`src/design/rpn_stack_calculator_macros.svh`:
```
// ---------------------------------------------------------------------------
// rpn_stack_calculator_macros.svh
// Assertion macros shared by the calculator RTL. Each expects the including
// module to have clock and reset signals in scope.
// ---------------------------------------------------------------------------
`ifndef RPN_STACK_CALCULATOR_MACROS_SVH
`define RPN_STACK_CALCULATOR_MACROS_SVH

// property must hold at every clock edge outside reset
`define RPN_ASSERT(label, prop, msg) \
   label: assert property (@(posedge clock) disable iff (reset) prop) \
      else $error(msg);

// condition must never be true outside reset
`define RPN_ASSERT_NEVER(label, cond, msg) \
   label: assert property (@(posedge clock) disable iff (reset) !(cond)) \
      else $error(msg);

`endif

```
`src/design/rpn_pkg.sv`:
```
// ---------------------------------------------------------------------------
// rpn_pkg
// Shared constants, codes and controller/datapath types of the calculator.
// ---------------------------------------------------------------------------
`default_nettype none

package rpn_pkg;

   localparam int STACK_DEPTH_DEF = 16;
   localparam int DATA_WIDTH_DEF  = 32;

   localparam int OPCODE_WIDTH    = 3;
   localparam int FIELD_WIDTH     = 32;
   localparam int STATUS_WIDTH    = 3;
   localparam int DEPTH_OUT_WIDTH = 5;

   localparam logic [OPCODE_WIDTH-1:0] OP_PUSH = 3'd0;
   localparam logic [OPCODE_WIDTH-1:0] OP_SUB  = 3'd1;
   localparam logic [OPCODE_WIDTH-1:0] OP_ADD  = 3'd2;
   localparam logic [OPCODE_WIDTH-1:0] OP_MUL  = 3'd3;
   localparam logic [OPCODE_WIDTH-1:0] OP_DIV  = 3'd4;

   localparam logic [STATUS_WIDTH-1:0] ST_OK      = 3'd0;
   localparam logic [STATUS_WIDTH-1:0] ST_UNDER   = 3'd1;
   localparam logic [STATUS_WIDTH-1:0] ST_FULL    = 3'd2;
   localparam logic [STATUS_WIDTH-1:0] ST_DIVZERO = 3'd3;
   localparam logic [STATUS_WIDTH-1:0] ST_DIVOVF  = 3'd4;

   typedef enum logic [2:0] {
      S_IDLE,
      S_CHECK,
      S_READ,
      S_WAIT,
      S_RESULT
   } state_type;

   typedef struct packed {
      logic                    capture;
      logic                    push_write;
      logic                    read_left;
      logic                    commit_alu;
      logic                    start_unit;
      logic                    commit_unit;
      logic                    set_status;
      logic [STATUS_WIDTH-1:0] status_code;
      logic                    load_rsp;
   } cmd_type;

   typedef struct packed {
      logic [OPCODE_WIDTH-1:0] opcode;
      logic                    full;
      logic                    short_stack;
      logic                    right_zero;
      logic                    div_ovf;
      logic                    unit_done;
   } flags_type;

endpackage

`default_nettype wire

```
`src/design/rpn_if.sv`:
```
// ---------------------------------------------------------------------------
// rpn_if
// Valid/ready channels of the calculator: request items and response items.
// ---------------------------------------------------------------------------
`default_nettype none

interface rpn_req_if import rpn_pkg::*; ();
   logic                           valid;
   logic                           ready;
   logic        [OPCODE_WIDTH-1:0] opcode;
   logic signed [FIELD_WIDTH-1:0]  push_value;

   modport source (output valid, output opcode, output push_value, input ready);
   modport sink   (input valid, input opcode, input push_value, output ready);
endinterface

interface rpn_rsp_if import rpn_pkg::*; ();
   logic                              valid;
   logic                              ready;
   logic signed [FIELD_WIDTH-1:0]     top_value;
   logic        [STATUS_WIDTH-1:0]    status;
   logic        [DEPTH_OUT_WIDTH-1:0] stack_depth;

   modport source (output valid, output top_value, output status, output stack_depth,
                   input ready);
   modport sink   (input valid, input top_value, input status, input stack_depth,
                   output ready);
endinterface

`default_nettype wire

```
`src/design/rpn_ram.sv`:
```
// ---------------------------------------------------------------------------
// rpn_ram
// Generic RAM: one write port, one read port with registered read data.
// ---------------------------------------------------------------------------
`default_nettype none

module rpn_ram import rpn_pkg::*; #(
   parameter int WIDTH = DATA_WIDTH_DEF,
   parameter int DEPTH = STACK_DEPTH_DEF
) (
   input  wire logic                     clock,
   input  wire logic                     we,
   input  wire logic [$clog2(DEPTH)-1:0] waddr,
   input  wire logic [WIDTH-1:0]         wdata,
   input  wire logic                     re,
   input  wire logic [$clog2(DEPTH)-1:0] raddr,
   output      logic [WIDTH-1:0]         rdata
);

   logic [WIDTH-1:0] mem_ff [DEPTH];
   logic [WIDTH-1:0] rdata_ff;

   always_ff @(posedge clock) begin
      if (we) begin
         mem_ff[waddr] <= wdata;
      end
      if (re) begin
         rdata_ff <= mem_ff[raddr];
      end
   end

   assign rdata = rdata_ff;

endmodule

`default_nettype wire

```
`src/design/rpn_muldiv.sv`:
```
// ---------------------------------------------------------------------------
// rpn_muldiv
// Iterative multiply (shift-add, low half) and signed divide (restoring,
// truncating), one bit per cycle.
// ---------------------------------------------------------------------------
`default_nettype none
`include "rpn_stack_calculator_macros.svh"

module rpn_muldiv import rpn_pkg::*; #(
   parameter int DATA_WIDTH = DATA_WIDTH_DEF
) (
   input  wire logic                  clock,
   input  wire logic                  reset,
   input  wire logic                  start,
   input  wire logic                  is_div,
   input  wire logic [DATA_WIDTH-1:0] left,
   input  wire logic [DATA_WIDTH-1:0] right,
   output      logic                  done,
   output      logic [DATA_WIDTH-1:0] result
);

   localparam int CNT_W = $clog2(DATA_WIDTH + 1);

   logic                  busy_ff, busy_in;
   logic                  done_ff, done_in;
   logic                  div_ff, div_in;
   logic                  neg_ff, neg_in;
   logic [CNT_W-1:0]      cnt_ff, cnt_in;
   logic [DATA_WIDTH-1:0] acc_ff, acc_in;
   logic [DATA_WIDTH-1:0] opa_ff, opa_in;
   logic [DATA_WIDTH-1:0] opb_ff, opb_in;

   logic [DATA_WIDTH-1:0] left_mag;
   logic [DATA_WIDTH-1:0] right_mag;
   logic [DATA_WIDTH:0]   rem_shift;
   logic [DATA_WIDTH:0]   diff;
   logic                  take;

   always_comb begin
      left_mag  = left[DATA_WIDTH-1]  ? (~left + 1'b1)  : left;
      right_mag = right[DATA_WIDTH-1] ? (~right + 1'b1) : right;
      rem_shift = {acc_ff, opb_ff[DATA_WIDTH-1]};
      diff      = rem_shift - {1'b0, opa_ff};
      take      = ~diff[DATA_WIDTH];

      busy_in = busy_ff;
      div_in  = div_ff;
      neg_in  = neg_ff;
      cnt_in  = cnt_ff;
      acc_in  = acc_ff;
      opa_in  = opa_ff;
      opb_in  = opb_ff;
      done_in = busy_ff && (cnt_ff == CNT_W'(1));

      if (start) begin
         busy_in = 1'b1;
         div_in  = is_div;
         neg_in  = left[DATA_WIDTH-1] ^ right[DATA_WIDTH-1];
         cnt_in  = CNT_W'(DATA_WIDTH);
         acc_in  = '0;
         opa_in  = is_div ? right_mag : left;
         opb_in  = is_div ? left_mag  : right;
      end else if (busy_ff) begin
         if (div_ff) begin
            acc_in = take ? diff[DATA_WIDTH-1:0] : rem_shift[DATA_WIDTH-1:0];
            opb_in = {opb_ff[DATA_WIDTH-2:0], take};
         end else begin
            acc_in = acc_ff + (opb_ff[0] ? opa_ff : '0);
            opa_in = {opa_ff[DATA_WIDTH-2:0], 1'b0};
            opb_in = {1'b0, opb_ff[DATA_WIDTH-1:1]};
         end
         cnt_in = cnt_ff - CNT_W'(1);
         if (cnt_ff == CNT_W'(1)) begin
            busy_in = 1'b0;
         end
      end
   end

   always_ff @(posedge clock) begin
      if (reset) begin
         busy_ff <= 1'b0;
         done_ff <= 1'b0;
         cnt_ff  <= '0;
      end else begin
         busy_ff <= busy_in;
         done_ff <= done_in;
         cnt_ff  <= cnt_in;
      end
      div_ff <= div_in;
      neg_ff <= neg_in;
      acc_ff <= acc_in;
      opa_ff <= opa_in;
      opb_ff <= opb_in;
   end

   assign done   = done_ff;
   assign result = div_ff ? (neg_ff ? (~opb_ff + 1'b1) : opb_ff) : acc_ff;

   `RPN_ASSERT_NEVER(a_start_while_busy, start && busy_ff, "unit restarted while busy")
   `RPN_ASSERT_NEVER(a_done_while_busy, done_ff && busy_ff, "done raised during iteration")

endmodule

`default_nettype wire

```
`src/design/rpn_dp.sv`:
```
// ---------------------------------------------------------------------------
// rpn_dp
// Datapath: stack pointer, cached top of stack, stack RAM, add/subtract,
// multiply/divide unit and the response register.
// ---------------------------------------------------------------------------
`default_nettype none
`include "rpn_stack_calculator_macros.svh"

module rpn_dp import rpn_pkg::*; #(
   parameter int STACK_DEPTH = STACK_DEPTH_DEF,
   parameter int DATA_WIDTH  = DATA_WIDTH_DEF
) (
   input  wire logic                              clock,
   input  wire logic                              reset,
   input  wire cmd_type                           cmd,
   output      flags_type                         flags,
   input  wire logic        [OPCODE_WIDTH-1:0]    req_opcode,
   input  wire logic signed [FIELD_WIDTH-1:0]     req_push_value,
   output      logic signed [FIELD_WIDTH-1:0]     rsp_top_value,
   output      logic        [STATUS_WIDTH-1:0]    rsp_status,
   output      logic        [DEPTH_OUT_WIDTH-1:0] rsp_stack_depth
);

   localparam int ADDR_W = $clog2(STACK_DEPTH);
   localparam int PTR_W  = $clog2(STACK_DEPTH + 1);

   logic [PTR_W-1:0]        sp_ff, sp_in;
   logic [DATA_WIDTH-1:0]   top_ff, top_in;
   logic [OPCODE_WIDTH-1:0] opcode_ff;
   logic [DATA_WIDTH-1:0]   value_ff;
   logic [STATUS_WIDTH-1:0] status_ff, status_in;

   logic signed [FIELD_WIDTH-1:0]     rsp_top_ff;
   logic        [STATUS_WIDTH-1:0]    rsp_status_ff;
   logic        [DEPTH_OUT_WIDTH-1:0] rsp_depth_ff;

   logic [PTR_W-1:0]      sp_m2;
   logic [DATA_WIDTH-1:0] left_data;
   logic [DATA_WIDTH-1:0] alu_res;
   logic [DATA_WIDTH-1:0] unit_res;
   logic [DATA_WIDTH-1:0] commit_res;
   logic                  unit_done;
   logic                  commit;
   logic                  ram_we;
   logic [ADDR_W-1:0]     ram_waddr;
   logic [DATA_WIDTH-1:0] ram_wdata;

   assign sp_m2      = sp_ff - PTR_W'(2);
   assign alu_res    = (opcode_ff == OP_SUB) ? (left_data - top_ff) : (left_data + top_ff);
   assign commit_res = cmd.commit_unit ? unit_res : alu_res;
   assign commit     = cmd.commit_alu | cmd.commit_unit;

   assign ram_we    = cmd.push_write | commit;
   assign ram_waddr = cmd.push_write ? sp_ff[ADDR_W-1:0] : sp_m2[ADDR_W-1:0];
   assign ram_wdata = cmd.push_write ? value_ff : commit_res;

   rpn_ram #(
      .WIDTH (DATA_WIDTH),
      .DEPTH (STACK_DEPTH)
   ) u_stack (
      .clock (clock),
      .we    (ram_we),
      .waddr (ram_waddr),
      .wdata (ram_wdata),
      .re    (cmd.read_left),
      .raddr (sp_m2[ADDR_W-1:0]),
      .rdata (left_data)
   );

   rpn_muldiv #(
      .DATA_WIDTH (DATA_WIDTH)
   ) u_muldiv (
      .clock  (clock),
      .reset  (reset),
      .start  (cmd.start_unit),
      .is_div (opcode_ff == OP_DIV),
      .left   (left_data),
      .right  (top_ff),
      .done   (unit_done),
      .result (unit_res)
   );

   always_comb begin
      sp_in     = sp_ff;
      top_in    = top_ff;
      status_in = status_ff;
      if (cmd.push_write) begin
         sp_in  = sp_ff + PTR_W'(1);
         top_in = value_ff;
      end else if (commit) begin
         sp_in  = sp_ff - PTR_W'(1);
         top_in = commit_res;
      end
      if (cmd.capture) begin
         status_in = ST_OK;
      end else if (cmd.set_status) begin
         status_in = cmd.status_code;
      end
   end

   always_comb begin
      flags.opcode      = opcode_ff;
      flags.full        = (sp_ff == PTR_W'(STACK_DEPTH));
      flags.short_stack = (sp_ff < PTR_W'(2));
      flags.right_zero  = (top_ff == '0);
      flags.div_ovf     = (left_data == {1'b1, {(DATA_WIDTH-1){1'b0}}}) && (top_ff == '1);
      flags.unit_done   = unit_done;
   end

   always_ff @(posedge clock) begin
      if (reset) begin
         sp_ff <= '0;
      end else begin
         sp_ff <= sp_in;
      end
      top_ff    <= top_in;
      status_ff <= status_in;
      if (cmd.capture) begin
         opcode_ff <= req_opcode;
         value_ff  <= DATA_WIDTH'(req_push_value);
      end
      if (cmd.load_rsp) begin
         rsp_top_ff    <= (sp_ff == '0) ? '0 : FIELD_WIDTH'($signed(top_ff));
         rsp_status_ff <= status_ff;
         rsp_depth_ff  <= DEPTH_OUT_WIDTH'(sp_ff);
      end
   end

   assign rsp_top_value   = rsp_top_ff;
   assign rsp_status      = rsp_status_ff;
   assign rsp_stack_depth = rsp_depth_ff;

   `RPN_ASSERT(a_sp_bound, sp_ff <= PTR_W'(STACK_DEPTH), "stack pointer beyond depth")
   `RPN_ASSERT(a_push_grows, cmd.push_write |=> sp_ff == $past(sp_ff) + PTR_W'(1), "push lost")

endmodule

`default_nettype wire

```
`src/design/rpn_ctrl.sv`:
```
// ---------------------------------------------------------------------------
// rpn_ctrl
// Controller: sequences one item through check, operand read, arithmetic
// and response, and owns the channel handshakes.
// ---------------------------------------------------------------------------
`default_nettype none
`include "rpn_stack_calculator_macros.svh"

module rpn_ctrl import rpn_pkg::*; (
   input  wire logic      clock,
   input  wire logic      reset,
   input  wire logic      req_valid,
   output      logic      req_ready,
   output      logic      rsp_valid,
   input  wire logic      rsp_ready,
   input  wire flags_type flags,
   output      cmd_type   cmd
);

   state_type state_ff, state_in;
   logic      rsp_valid_ff, rsp_valid_in;
   logic      slot_free;

   assign req_ready = (state_ff == S_IDLE);
   assign slot_free = !rsp_valid_ff || rsp_ready;

   always_comb begin
      state_in = state_ff;
      unique case (state_ff)
         S_IDLE: begin
            if (req_valid) begin
               state_in = S_CHECK;
            end
         end
         S_CHECK: begin
            unique case (flags.opcode) inside
               OP_SUB, OP_ADD, OP_MUL: begin
                  state_in = flags.short_stack ? S_RESULT : S_READ;
               end
               OP_DIV: begin
                  state_in = (flags.short_stack || flags.right_zero) ? S_RESULT : S_READ;
               end
               default: begin
                  state_in = S_RESULT;
               end
            endcase
         end
         S_READ: begin
            unique case (flags.opcode) inside
               OP_SUB, OP_ADD: begin
                  state_in = S_RESULT;
               end
               OP_DIV: begin
                  state_in = flags.div_ovf ? S_RESULT : S_WAIT;
               end
               default: begin
                  state_in = S_WAIT;
               end
            endcase
         end
         S_WAIT: begin
            if (flags.unit_done) begin
               state_in = S_RESULT;
            end
         end
         S_RESULT: begin
            if (slot_free) begin
               state_in = S_IDLE;
            end
         end
         default: begin
            state_in = S_IDLE;
         end
      endcase
   end

   always_comb begin
      cmd = '0;
      unique case (state_ff)
         S_IDLE: begin
            cmd.capture = req_valid;
         end
         S_CHECK: begin
            unique case (flags.opcode) inside
               OP_PUSH: begin
                  if (flags.full) begin
                     cmd.set_status  = 1'b1;
                     cmd.status_code = ST_FULL;
                  end else begin
                     cmd.push_write = 1'b1;
                  end
               end
               OP_SUB, OP_ADD, OP_MUL, OP_DIV: begin
                  if (flags.short_stack) begin
                     cmd.set_status  = 1'b1;
                     cmd.status_code = ST_UNDER;
                  end else if (flags.opcode == OP_DIV && flags.right_zero) begin
                     cmd.set_status  = 1'b1;
                     cmd.status_code = ST_DIVZERO;
                  end else begin
                     cmd.read_left = 1'b1;
                  end
               end
               default: begin
               end
            endcase
         end
         S_READ: begin
            unique case (flags.opcode) inside
               OP_SUB, OP_ADD: begin
                  cmd.commit_alu = 1'b1;
               end
               OP_DIV: begin
                  if (flags.div_ovf) begin
                     cmd.set_status  = 1'b1;
                     cmd.status_code = ST_DIVOVF;
                  end else begin
                     cmd.start_unit = 1'b1;
                  end
               end
               default: begin
                  cmd.start_unit = 1'b1;
               end
            endcase
         end
         S_WAIT: begin
            cmd.commit_unit = flags.unit_done;
         end
         S_RESULT: begin
            cmd.load_rsp = slot_free;
         end
         default: begin
         end
      endcase
   end

   always_comb begin
      rsp_valid_in = rsp_valid_ff;
      if (cmd.load_rsp) begin
         rsp_valid_in = 1'b1;
      end else if (rsp_ready) begin
         rsp_valid_in = 1'b0;
      end
   end

   always_ff @(posedge clock) begin
      if (reset) begin
         state_ff     <= S_IDLE;
         rsp_valid_ff <= 1'b0;
      end else begin
         state_ff     <= state_in;
         rsp_valid_ff <= rsp_valid_in;
      end
   end

   assign rsp_valid = rsp_valid_ff;

   `RPN_ASSERT(a_no_overwrite, cmd.load_rsp |-> (!rsp_valid_ff || rsp_ready), "pending item overwritten")

endmodule

`default_nettype wire

```
`src/design/rpn_stack_calculator.sv`:
```
// ---------------------------------------------------------------------------
// rpn_stack_calculator
// Reverse Polish integer calculator on a bounded stack held in RAM.
// Flow per item: accept, check, then the response for push, no-op and errors
// found at check; add/subtract and divide overflow add an operand read;
// multiply/divide also wait on the one-bit-per-cycle iterative unit.
// One item at a time: a new item is taken only in idle, once the last one's
// response is loaded; loading waits while a prior response awaits rsp ready.
// Synchronous active-high reset empties the stack; the RAM is not cleared.
// ---------------------------------------------------------------------------
`default_nettype none

module rpn_stack_calculator import rpn_pkg::*; #(
   parameter int STACK_DEPTH = STACK_DEPTH_DEF,
   parameter int DATA_WIDTH  = DATA_WIDTH_DEF
) (
   input wire logic   clock,
   input wire logic   reset,
   rpn_req_if.sink    req_if,
   rpn_rsp_if.source  rsp_if
);

   cmd_type   cmd;
   flags_type flags;

   rpn_ctrl u_ctrl (
      .clock     (clock),
      .reset     (reset),
      .req_valid (req_if.valid),
      .req_ready (req_if.ready),
      .rsp_valid (rsp_if.valid),
      .rsp_ready (rsp_if.ready),
      .flags     (flags),
      .cmd       (cmd)
   );

   rpn_dp #(
      .STACK_DEPTH (STACK_DEPTH),
      .DATA_WIDTH  (DATA_WIDTH)
   ) u_dp (
      .clock           (clock),
      .reset           (reset),
      .cmd             (cmd),
      .flags           (flags),
      .req_opcode      (req_if.opcode),
      .req_push_value  (req_if.push_value),
      .rsp_top_value   (rsp_if.top_value),
      .rsp_status      (rsp_if.status),
      .rsp_stack_depth (rsp_if.stack_depth)
   );

endmodule

`default_nettype wire
```
`src/flat_wrapper.sv`:
```
// flat-port wrapper written by rule: the top's interface ports become plain ports
module rpn_stack_calculator_flat import rpn_pkg::*;
#(
   parameter int STACK_DEPTH = STACK_DEPTH_DEF,
   parameter int DATA_WIDTH  = DATA_WIDTH_DEF
)
  (clock, reset, req_if_valid, req_if_opcode, req_if_push_value, req_if_ready, rsp_if_valid, rsp_if_top_value, rsp_if_status, rsp_if_stack_depth, rsp_if_ready);
  rpn_req_if req_if_i ();
  rpn_rsp_if rsp_if_i ();
  input wire logic clock;
  input wire logic reset;
  input wire logic [$bits(req_if_i.valid)-1:0] req_if_valid;
  input wire logic [$bits(req_if_i.opcode)-1:0] req_if_opcode;
  input wire logic [$bits(req_if_i.push_value)-1:0] req_if_push_value;
  output wire logic [$bits(req_if_i.ready)-1:0] req_if_ready;
  output wire logic [$bits(rsp_if_i.valid)-1:0] rsp_if_valid;
  output wire logic [$bits(rsp_if_i.top_value)-1:0] rsp_if_top_value;
  output wire logic [$bits(rsp_if_i.status)-1:0] rsp_if_status;
  output wire logic [$bits(rsp_if_i.stack_depth)-1:0] rsp_if_stack_depth;
  input wire logic [$bits(rsp_if_i.ready)-1:0] rsp_if_ready;
  assign req_if_i.valid = req_if_valid;
  assign req_if_i.opcode = req_if_opcode;
  assign req_if_i.push_value = req_if_push_value;
  assign req_if_ready = req_if_i.ready;
  assign rsp_if_valid = rsp_if_i.valid;
  assign rsp_if_top_value = rsp_if_i.top_value;
  assign rsp_if_status = rsp_if_i.status;
  assign rsp_if_stack_depth = rsp_if_i.stack_depth;
  assign rsp_if_i.ready = rsp_if_ready;
  rpn_stack_calculator #(.STACK_DEPTH(STACK_DEPTH), .DATA_WIDTH(DATA_WIDTH)) u_core (.clock(clock), .reset(reset), .req_if(req_if_i), .rsp_if(rsp_if_i));
endmodule
```
`config.mk`:
```
export PLATFORM = sky130hd
export DESIGN_NAME = rpn_stack_calculator_flat
export DESIGN_NICKNAME = d
export VERILOG_FILES = /design/src/design/rpn_pkg.sv /design/src/design/rpn_if.sv /design/src/design/rpn_ram.sv /design/src/design/rpn_muldiv.sv /design/src/design/rpn_dp.sv /design/src/design/rpn_ctrl.sv /design/src/design/rpn_stack_calculator.sv /design/src/flat_wrapper.sv
export VERILOG_INCLUDE_DIRS = /design/src /design/src/design
export SDC_FILE = /design/constraint.sdc
export NUM_CORES = 1
export LEC_CHECK = 0
export BUFFER_PORTS_ARGS = -buffer_cell sky130_fd_sc_hd__buf_2
export CORE_MARGIN = 10
export CORE_UTILIZATION = 35
export CTS_BUF_LIST = sky130_fd_sc_hd__clkbuf_16
export DETAILED_ROUTE_END_ITERATION = 10
export PLACE_DENSITY = 0.59
export SYNTH_ARGS = -nofsm -noshare
export SYNTH_HDL_FRONTEND = slang
export SYNTH_SLANG_ARGS = --single-unit
```
`constraint.sdc`:
```
create_clock -name clock -period 11.2 [get_ports clock]
set_clock_uncertainty 0.15 [all_clocks]
set_input_delay 0.56 -clock clock [delete_from_list [all_inputs] [get_ports clock]]
set_output_delay 0.56 -clock clock [all_outputs]
set_load 0.02 [all_outputs]
```
==> metrics.yaml, run 1 <==
status: "finished clean"
max_stage_delay_ns: 0.86
clockPowerShare_pct: 36.5
pin_count: 81
p_leak_nw: 14.87
drive_gt1_share_pct: 16.36
powerDensity_mw_per_mm2: 172.5
crit_family: "simple AND/OR/NAND/NOR gates"
synth_most_common_cell: "edfxtp_1"
coreArea_mm2: 0.1090
period_share_pct: 54.51
drt_iter0_markers: 2220
viasPerCell: 5.405
cts_root_buf: "clkbuf_16"
crit_end: "u_core.u_dp.u_stack.mem_ff[13][27]"
grt_max_degree: 100
criticalPathCategory: "reg2reg"
path_buf_inv: 0
r2r_end: "u_core.u_dp.u_stack.mem_ff[13][27]"
ys_seq_area_share_pct: 58.64
synth_mux_area_share_pct: 11.04
tightest_slew_ns: 1.314
synth_top_area_share_pct: 55.94
synth_cell_type_count: 70
maxSlewHeadroom_pct: 12.01
worstPathMaxFanout: 17
synth-simple-area-share_pct: 8.276
slowest_stage: "nor2_1"
grt_pass1_vias: 24204
synth_top_family_by_area: "multiplexers"
fin_tns_setup_ns: 0
r2r_start: "u_core.u_dp.top_ff[2]"
drt_drc_violations_left: 0
clockBufferDepth: 3
worst_hold_slack_ns: 0.1286
ant_nets: 0
diodes: 0
worst_hold_path.num_cells: 3
clk-insertion-delay-late_ns: 0.65
crit_path_start: "u_core.u_dp.top_ff[2]"
r2r_slack_ns: 5.10
syn_area_per_cell_um2: 13.15
synthXorXnorAreaFrac_pct: 4.756
p_int_w: 0.005459
yosys-top-cells-count: "edfxtp_1 (717), nand2_1 (229), nor2_1 (204)"
grt_pass1_wl_um: 153800
htree_levels: 3
wl_per_cell_um: 22.82
start_kind: "flop"
dr.pass1.iters: 5
grt_overflow: 0
p_switching_w: 0.002092
dr_total_vias: 24321
fin_nets: 3172
synth-compound-area-share_pct: 10.94
clk_pin_slew_ns: 0.06
min_period_ns: 6.105
yosysWarnings: 0
max-vdd-ir-drop_v: 0.0001060
hpwl_um: 66680
required_ns: 11.32
postCtsSetupRepairBufs: 0
gp_congestion: 0.8788
cts_tree: "yes"
post-place-ws_ns: 5.159
synth_nets: 3080
hold_class: "in2reg"
cts-buffers-inserted: 83
hold_buffers: 35
post-synth-top-area-cell: "edfxtp_1"
areaGrowthSynthToFinish_pct: 13.74
setup_violations: 0
die_h_um: 351.6
drv_cap: 0
synth_top_flop_cell: "edfxtp_1"
io_buffers: 80
p_seq_share_pct: 45.2
antenna_found_initial: 3
async_flop_share_pct: 0
worstRegToRegCells: 15
synth_cells: 2928
cp_num_cells: 15
clock-sinks: 769
cts_resized: 0
fin_util_pct: 40.16
synth_area_mm2: 0.03849
start_util_pct: 35.31
crit_arrival_ns: 6.23
crit_path_end_kind: "flop"
switching_share_pct: 27.70
synth_fa_ha_area_share_pct: 3.751
wl_um: 102700
die_area_mm2: 0.1236
die_w_um: 351.6
ys_top_cells_by_area: "edfxtp_1 (56%), mux4_2 (9.4%), ha_1 (3.5%)"
timing.fmax_ghz: 0.1638
finalHoldViolCount: 0
ys_ff_latch: 769
num_rows: 121
crit_chain: "nor3_1, nand4b_1, or3_1, or4_1, nand2_1, xor2_1, ha_1, a21oi_1, o21ai_0, a221oi_1, a311oi_1, a221oi_1, mux2i_1, a311oi_1, nor2_1"
grt_usage_pct: 16.32
comb_power_share_pct: 18.3
maxSlewViolCount: 0
synth_edf_count: 717
setup_slack_ns: 5.095
rsz0062_at_grt: "no"
[stage by stage]
| stage | instances | area, um^2 | total power [W] |
|---|---|---|---|
| 6_report | 4500 | 43780 | 0.007551 |
| 5_1_grt | 4500 | 43780 | 0.007887 |
| 4_1_cts | 4499 | 43760 | 0.007597 |
| 3_5_place_dp | 4313 | 40680 | 0.004819 |
| 3_3_place_gp | 4313 | 40680 | 0.004817 |
| 2_1_floorplan | 2928 | 38490 | 0.004455 |
[how the worst min path moves through the flow]
stage                                        start                         to
final                                 req_if_valid  u_core.u_ctrl.state_ff[0]
after global routing                  req_if_valid  u_core.u_ctrl.state_ff[0]
after CTS                                    reset       u_core.u_dp.sp_ff[0]
after detailed placement  u_core.u_dp.status_ff[2]  u_core.u_dp.rsp_status[2]
after global placement    u_core.u_dp.status_ff[2]  u_core.u_dp.rsp_status[2]
after floorplan           u_core.u_dp.status_ff[1]  u_core.u_dp.rsp_status[1]
[cell type report]
cell class | count | area [um^2]
tap | 1414 | 1769
timing repair buffer | 185 | 1295
multi-input combinational | 1903 | 15110
sequential | 769 | 22580
inverter | 78 | 292.8
clock inverter | 68 | 655.6
clock buffer | 83 | 2077
fill | 10154 | 65230
[registers in the layout, indices dropped and copies added (netlist names), 3 cells and up]
register	cells
u_core.u_ctrl.state_ff	3
u_core.u_dp.opcode_ff	3
u_core.u_dp.rsp_stack_depth	5
u_core.u_dp.rsp_status	3
u_core.u_dp.rsp_top_value	32
u_core.u_dp.sp_ff	5
u_core.u_dp.status_ff	3
u_core.u_dp.top_ff	32
u_core.u_dp.u_muldiv.acc_ff	32
u_core.u_dp.u_muldiv.cnt_ff	6
u_core.u_dp.u_muldiv.opa_ff	32
u_core.u_dp.u_muldiv.opb_ff	32
u_core.u_dp.u_stack.mem_ff	512
u_core.u_dp.u_stack.rdata	32
u_core.u_dp.value_ff	32
[logic make-up after synthesis]
logic type | after synthesis
and+or+nand+nor | 685
xor gates and xnor gates | 209
buffers and inverters | 256
adders and majority gates | 113
DFF | 769
muxes | 223
AOI/OAI and AO/OA | 673
[power groups by stage]
stage	Clock [W]	Combinational [W]	Sequential, W
floorplan	0	0.00104	0.00341
global placement	0	0.00135	0.00347
detailed placement	0	0.00135	0.00347
CTS	0.00282	0.00137	0.00341
global route	0.00293	0.00154	0.00342
finish	0.00276	0.00138	0.00341
[routing by layer]
metal	GRT usage (%)	wire, um
met4	5.404	2919
met1	22.26	44770
met2	26.88	49310
met5	0	0
met3	1.995	5700
[worst reg2reg max path, stage by stage (launching register included)]
cell and delay [ns]:
edfxtp_1 0.57, nor3_1 0.50, nand4b_1 0.35, or3_1 0.45, or4_1 0.45, nand2_1 0.10
xor2_1 0.16, ha_1 0.32, a21oi_1 0.20, o21ai_0 0.14, a221oi_1 0.40, a311oi_1 0.23
a221oi_1 0.49, mux2i_1 0.24, a311oi_1 0.12, nor2_1 0.86
[cell usage in the layout (no fill, tap or decap), types with 11 or more instances in the layout]
master / instances
a211oi_1: 40
nand2b_1: 12
o211ai_1: 73
o21a_1: 13
edfxtp_1: 717
nor2_1: 186
nand4_1: 22
nor2_4: 18
dlygate4sd3_1: 35
clkbuf_16: 83
a21oi_1: 184
o21ai_0: 168
xnor2_1: 73
or3_1: 25
a31oi_1: 33
nand3_1: 39
or4_1: 18
a21o_1: 42
o41ai_1: 12
nor2b_1: 46
dfxtp_1: 50
ha_1: 108
buf_4: 68
mux2_2: 11
nor3_1: 34
inv_1: 87
clkinv_2: 14
o31ai_1: 34
nand2_1: 229
xor2_1: 134
mux4_2: 160
mux2i_1: 52
inv_6: 11
buf_2: 80
Note: power is estimated with default switching activity, not from simulation.
==> run 2, diff against run 1 <==
- clock period: 11.2 -> 6.2 ns (I/O delays scaled with it)
==> run 2 against run 1 <==
Against the previous run:
- final area increased by 0.36%
- die area is the same
- routed wire length grew 0.53%
- critical endpoint is now u_core.u_dp.u_stack.mem_ff[15][23]
==> metrics.yaml, run 2 (synthesis results as in run 1) <==
cts_tree: "yes"
r2r_start: "u_core.u_dp.top_ff[2]"
max-vdd-ir-drop_v: 0.0001872  # +77%
worstPathMaxFanout: 17  # unchanged
cts-buffers-inserted: 81  # -2.4%
drt_drc_violations_left: 0  # unchanged
r2r_end: "u_core.u_dp.u_stack.mem_ff[15][23]"
drv_cap: 0  # unchanged
coreArea_mm2: 0.1090  # unchanged
top_register: "u_core.u_dp.u_stack.mem_ff"
mostFrequentLayoutCell: "edfxtp_1"
most-common-layout-cells: "edfxtp_1 (717), nand2_1 (229), nor2_1 (185), a21oi_1 (184), o21ai_0 (168)"
maxSlewViolCount: 0  # unchanged
tightest_slew_ns: 1.337  # +0.02293 ns
areaGrowthSynthToFinish_pct: 14.14
comb_power_share_pct: 18.5  # +0.2 points
die_h_um: 351.6  # unchanged
p_leak_nw: 15.00  # +0.89%
grt_usage_pct: 16.49  # +0.16 points
r2r_slack_ns: 0.41  # -4.69 ns
io_buffers: 80  # unchanged
criticalPathCategory: "reg2reg"
p_int_w: 0.009850  # +80%
finalNonFillerCells: 4524  # +0.53%
num_rows: 121  # unchanged
pin_count: 81  # unchanged
wl_um: 103200  # +0.53%
gp_congestion: 0.8807  # +0.22%
fin_nets: 3194  # +0.69%
period_share_pct: 93.39  # +39 points
ant_nets: 0  # unchanged
hpwl_um: 69680  # +4.5%
crit_arrival_ns: 5.89  # -0.34 ns
maxSlewHeadroom_pct: 10.89  # -1.1 points
crit_chain: "nor3_1, nand4b_1, or3_1, or4_1, nand2_1, xor2_1, ha_1, and2_1, nand3_1, nor2_1, a211oi_1, o31ai_1, a311o_1, xor2_1, a21oi_1, a21oi_1"
grt_overflow: 0  # unchanged
grt_max_degree: 93  # -7.0%
hold_class: "in2reg"
start_kind: "flop"
fin_util_pct: 40.30  # +0.14 points
crit_path_end_kind: "flop"
status: "finished clean"
required_ns: 6.30  # -5.02 ns
die_w_um: 351.6  # unchanged
drt_iter0_markers: 2375  # +7.0%
clk_pin_slew_ns: 0.06  # about the same
worstRegToRegCells: 16  # +1
cts_root_buf: "clkbuf_16"
finalHoldViolCount: 0  # unchanged
wl_per_cell_um: 22.82  # about the same
antenna_found_initial: 1  # -2
setup_violations: 0  # unchanged
clock-sinks: 769  # unchanged
whs_endpoint: "u_core.u_dp.value_ff[27]"
powerDensity_mw_per_mm2: 309.3  # +79%
dr.pass1.iters: 6  # +1
worst_hold_path.num_cells: 2  # -1
grt_pass1_vias: 24258  # +0.22%
crit_family: "simple AND/OR/NAND/NOR gates"
viasPerCell: 5.432  # +0.50%
total_power_w: 0.01359  # +80%
placed_cells: 4334  # +0.49%
fin_tns_setup_ns: 0  # unchanged
p_switching_w: 0.003736  # +79%
post-place-ws_ns: 0.4286  # -4.731 ns
start_util_pct: 35.31  # unchanged
drive_gt1_share_pct: 16.44  # +0.072 points
hp-start: "req_if_push_value[27]"
largest_reg_flops: 512  # unchanged
min_period_ns: 5.790  # -0.3149 ns
htree_levels: 3  # unchanged
dr_total_vias: 24574  # +1.0%
clk-insertion-delay-late_ns: 0.65  # about the same
path_buf_inv: 0  # unchanged
switching_share_pct: 27.50  # -0.20 points
setup_slack_ns: 0.4101  # -4.685 ns
grt_pass1_wl_um: 155700  # +1.2%
max_stage_delay_ns: 1.04  # +0.18 ns
die_area_mm2: 0.1236  # unchanged
clockBufferDepth: 3  # unchanged
timing.fmax_ghz: 0.1727  # +5.4%
p_seq_share_pct: 45.3  # about the same
clockPowerShare_pct: 36.1  # -0.4 points
rsz0062_at_grt: "no"
slowest_stage: "a21oi_1"
## run 2: stage by stage
stage | instance area [um^2] | hold WS (ns)
after floorplan | 38490 | 0.2328
after global placement | 40850 | 0.2733
after detailed placement | 40850 | 0.2690
after CTS | 43910 | 0.1916
after global routing | 43930 | 0.2283
final | 43930 | 0.2286
## run 2: worst max path at each step
| stage | startpoint | to | slack, ns | depth (start not counted) |
|---|---|---|---|---|
| global placement | u_core.u_dp.top_ff[13] | u_core.u_dp.u_stack.mem_ff[1][27] | 0.57 | 15 |
| detailed placement | u_core.u_dp.top_ff[2] | u_core.u_dp.u_stack.mem_ff[8][27] | 0.43 | 15 |
| floorplan | u_core.u_dp.top_ff[9] | u_core.u_dp.top_ff[31] | 0.80 | 20 |
| finish | u_core.u_dp.top_ff[2] | u_core.u_dp.u_stack.mem_ff[15][23] | 0.41 | 16 |
| global route | u_core.u_dp.top_ff[2] | u_core.u_dp.top_ff[23] | 0.06 | 16 |
| CTS | u_core.u_dp.top_ff[2] | u_core.u_dp.u_stack.mem_ff[6][27] | 0.35 | 15 |
## run 2: repair_timing
action	4_1_cts	5_1_grt
endpoints found under the hold margin	47	0
hold buffers	38	0
buffers inserted	0	1
resized for setup	0	1
endpoints found under the setup margin	0	34
## run 2: final cells by class
| type | instances | area [um^2] |
|---|---|---|
| antenna | 1 | 2.502 |
| clock buffer | 83 | 2077 |
| clock inverter | 67 | 606.8 |
| fill | 10142 | 65070 |
| inverter | 78 | 292.8 |
| multi-input combinational | 1903 | 15120 |
| sequential | 769 | 22580 |
| tap | 1414 | 1769 |
| timing repair buffer | 209 | 1489 |
## run 2: power groups by stage
stage / combinational, W / sequential, W / clock [W]
2_1_floorplan: 0.00189 / 0.00616 / 0
4_1_cts: 0.00250 / 0.00615 / 0.00502
6_report: 0.00252 / 0.00616 / 0.00491
3_3_place_gp: 0.00246 / 0.00626 / 0
5_1_grt: 0.00280 / 0.00618 / 0.00521
3_5_place_dp: 0.00246 / 0.00627 / 0
## run 2: routing by layer
layer	vias to the layer above	global-route usage [%]	routed length, um
met1	12260	22.85	45610
met5	-	0	0
li1	11495	-	-
met4	0	4.298	2268
met2	703	27.16	49580
met3	116	2.169	5776
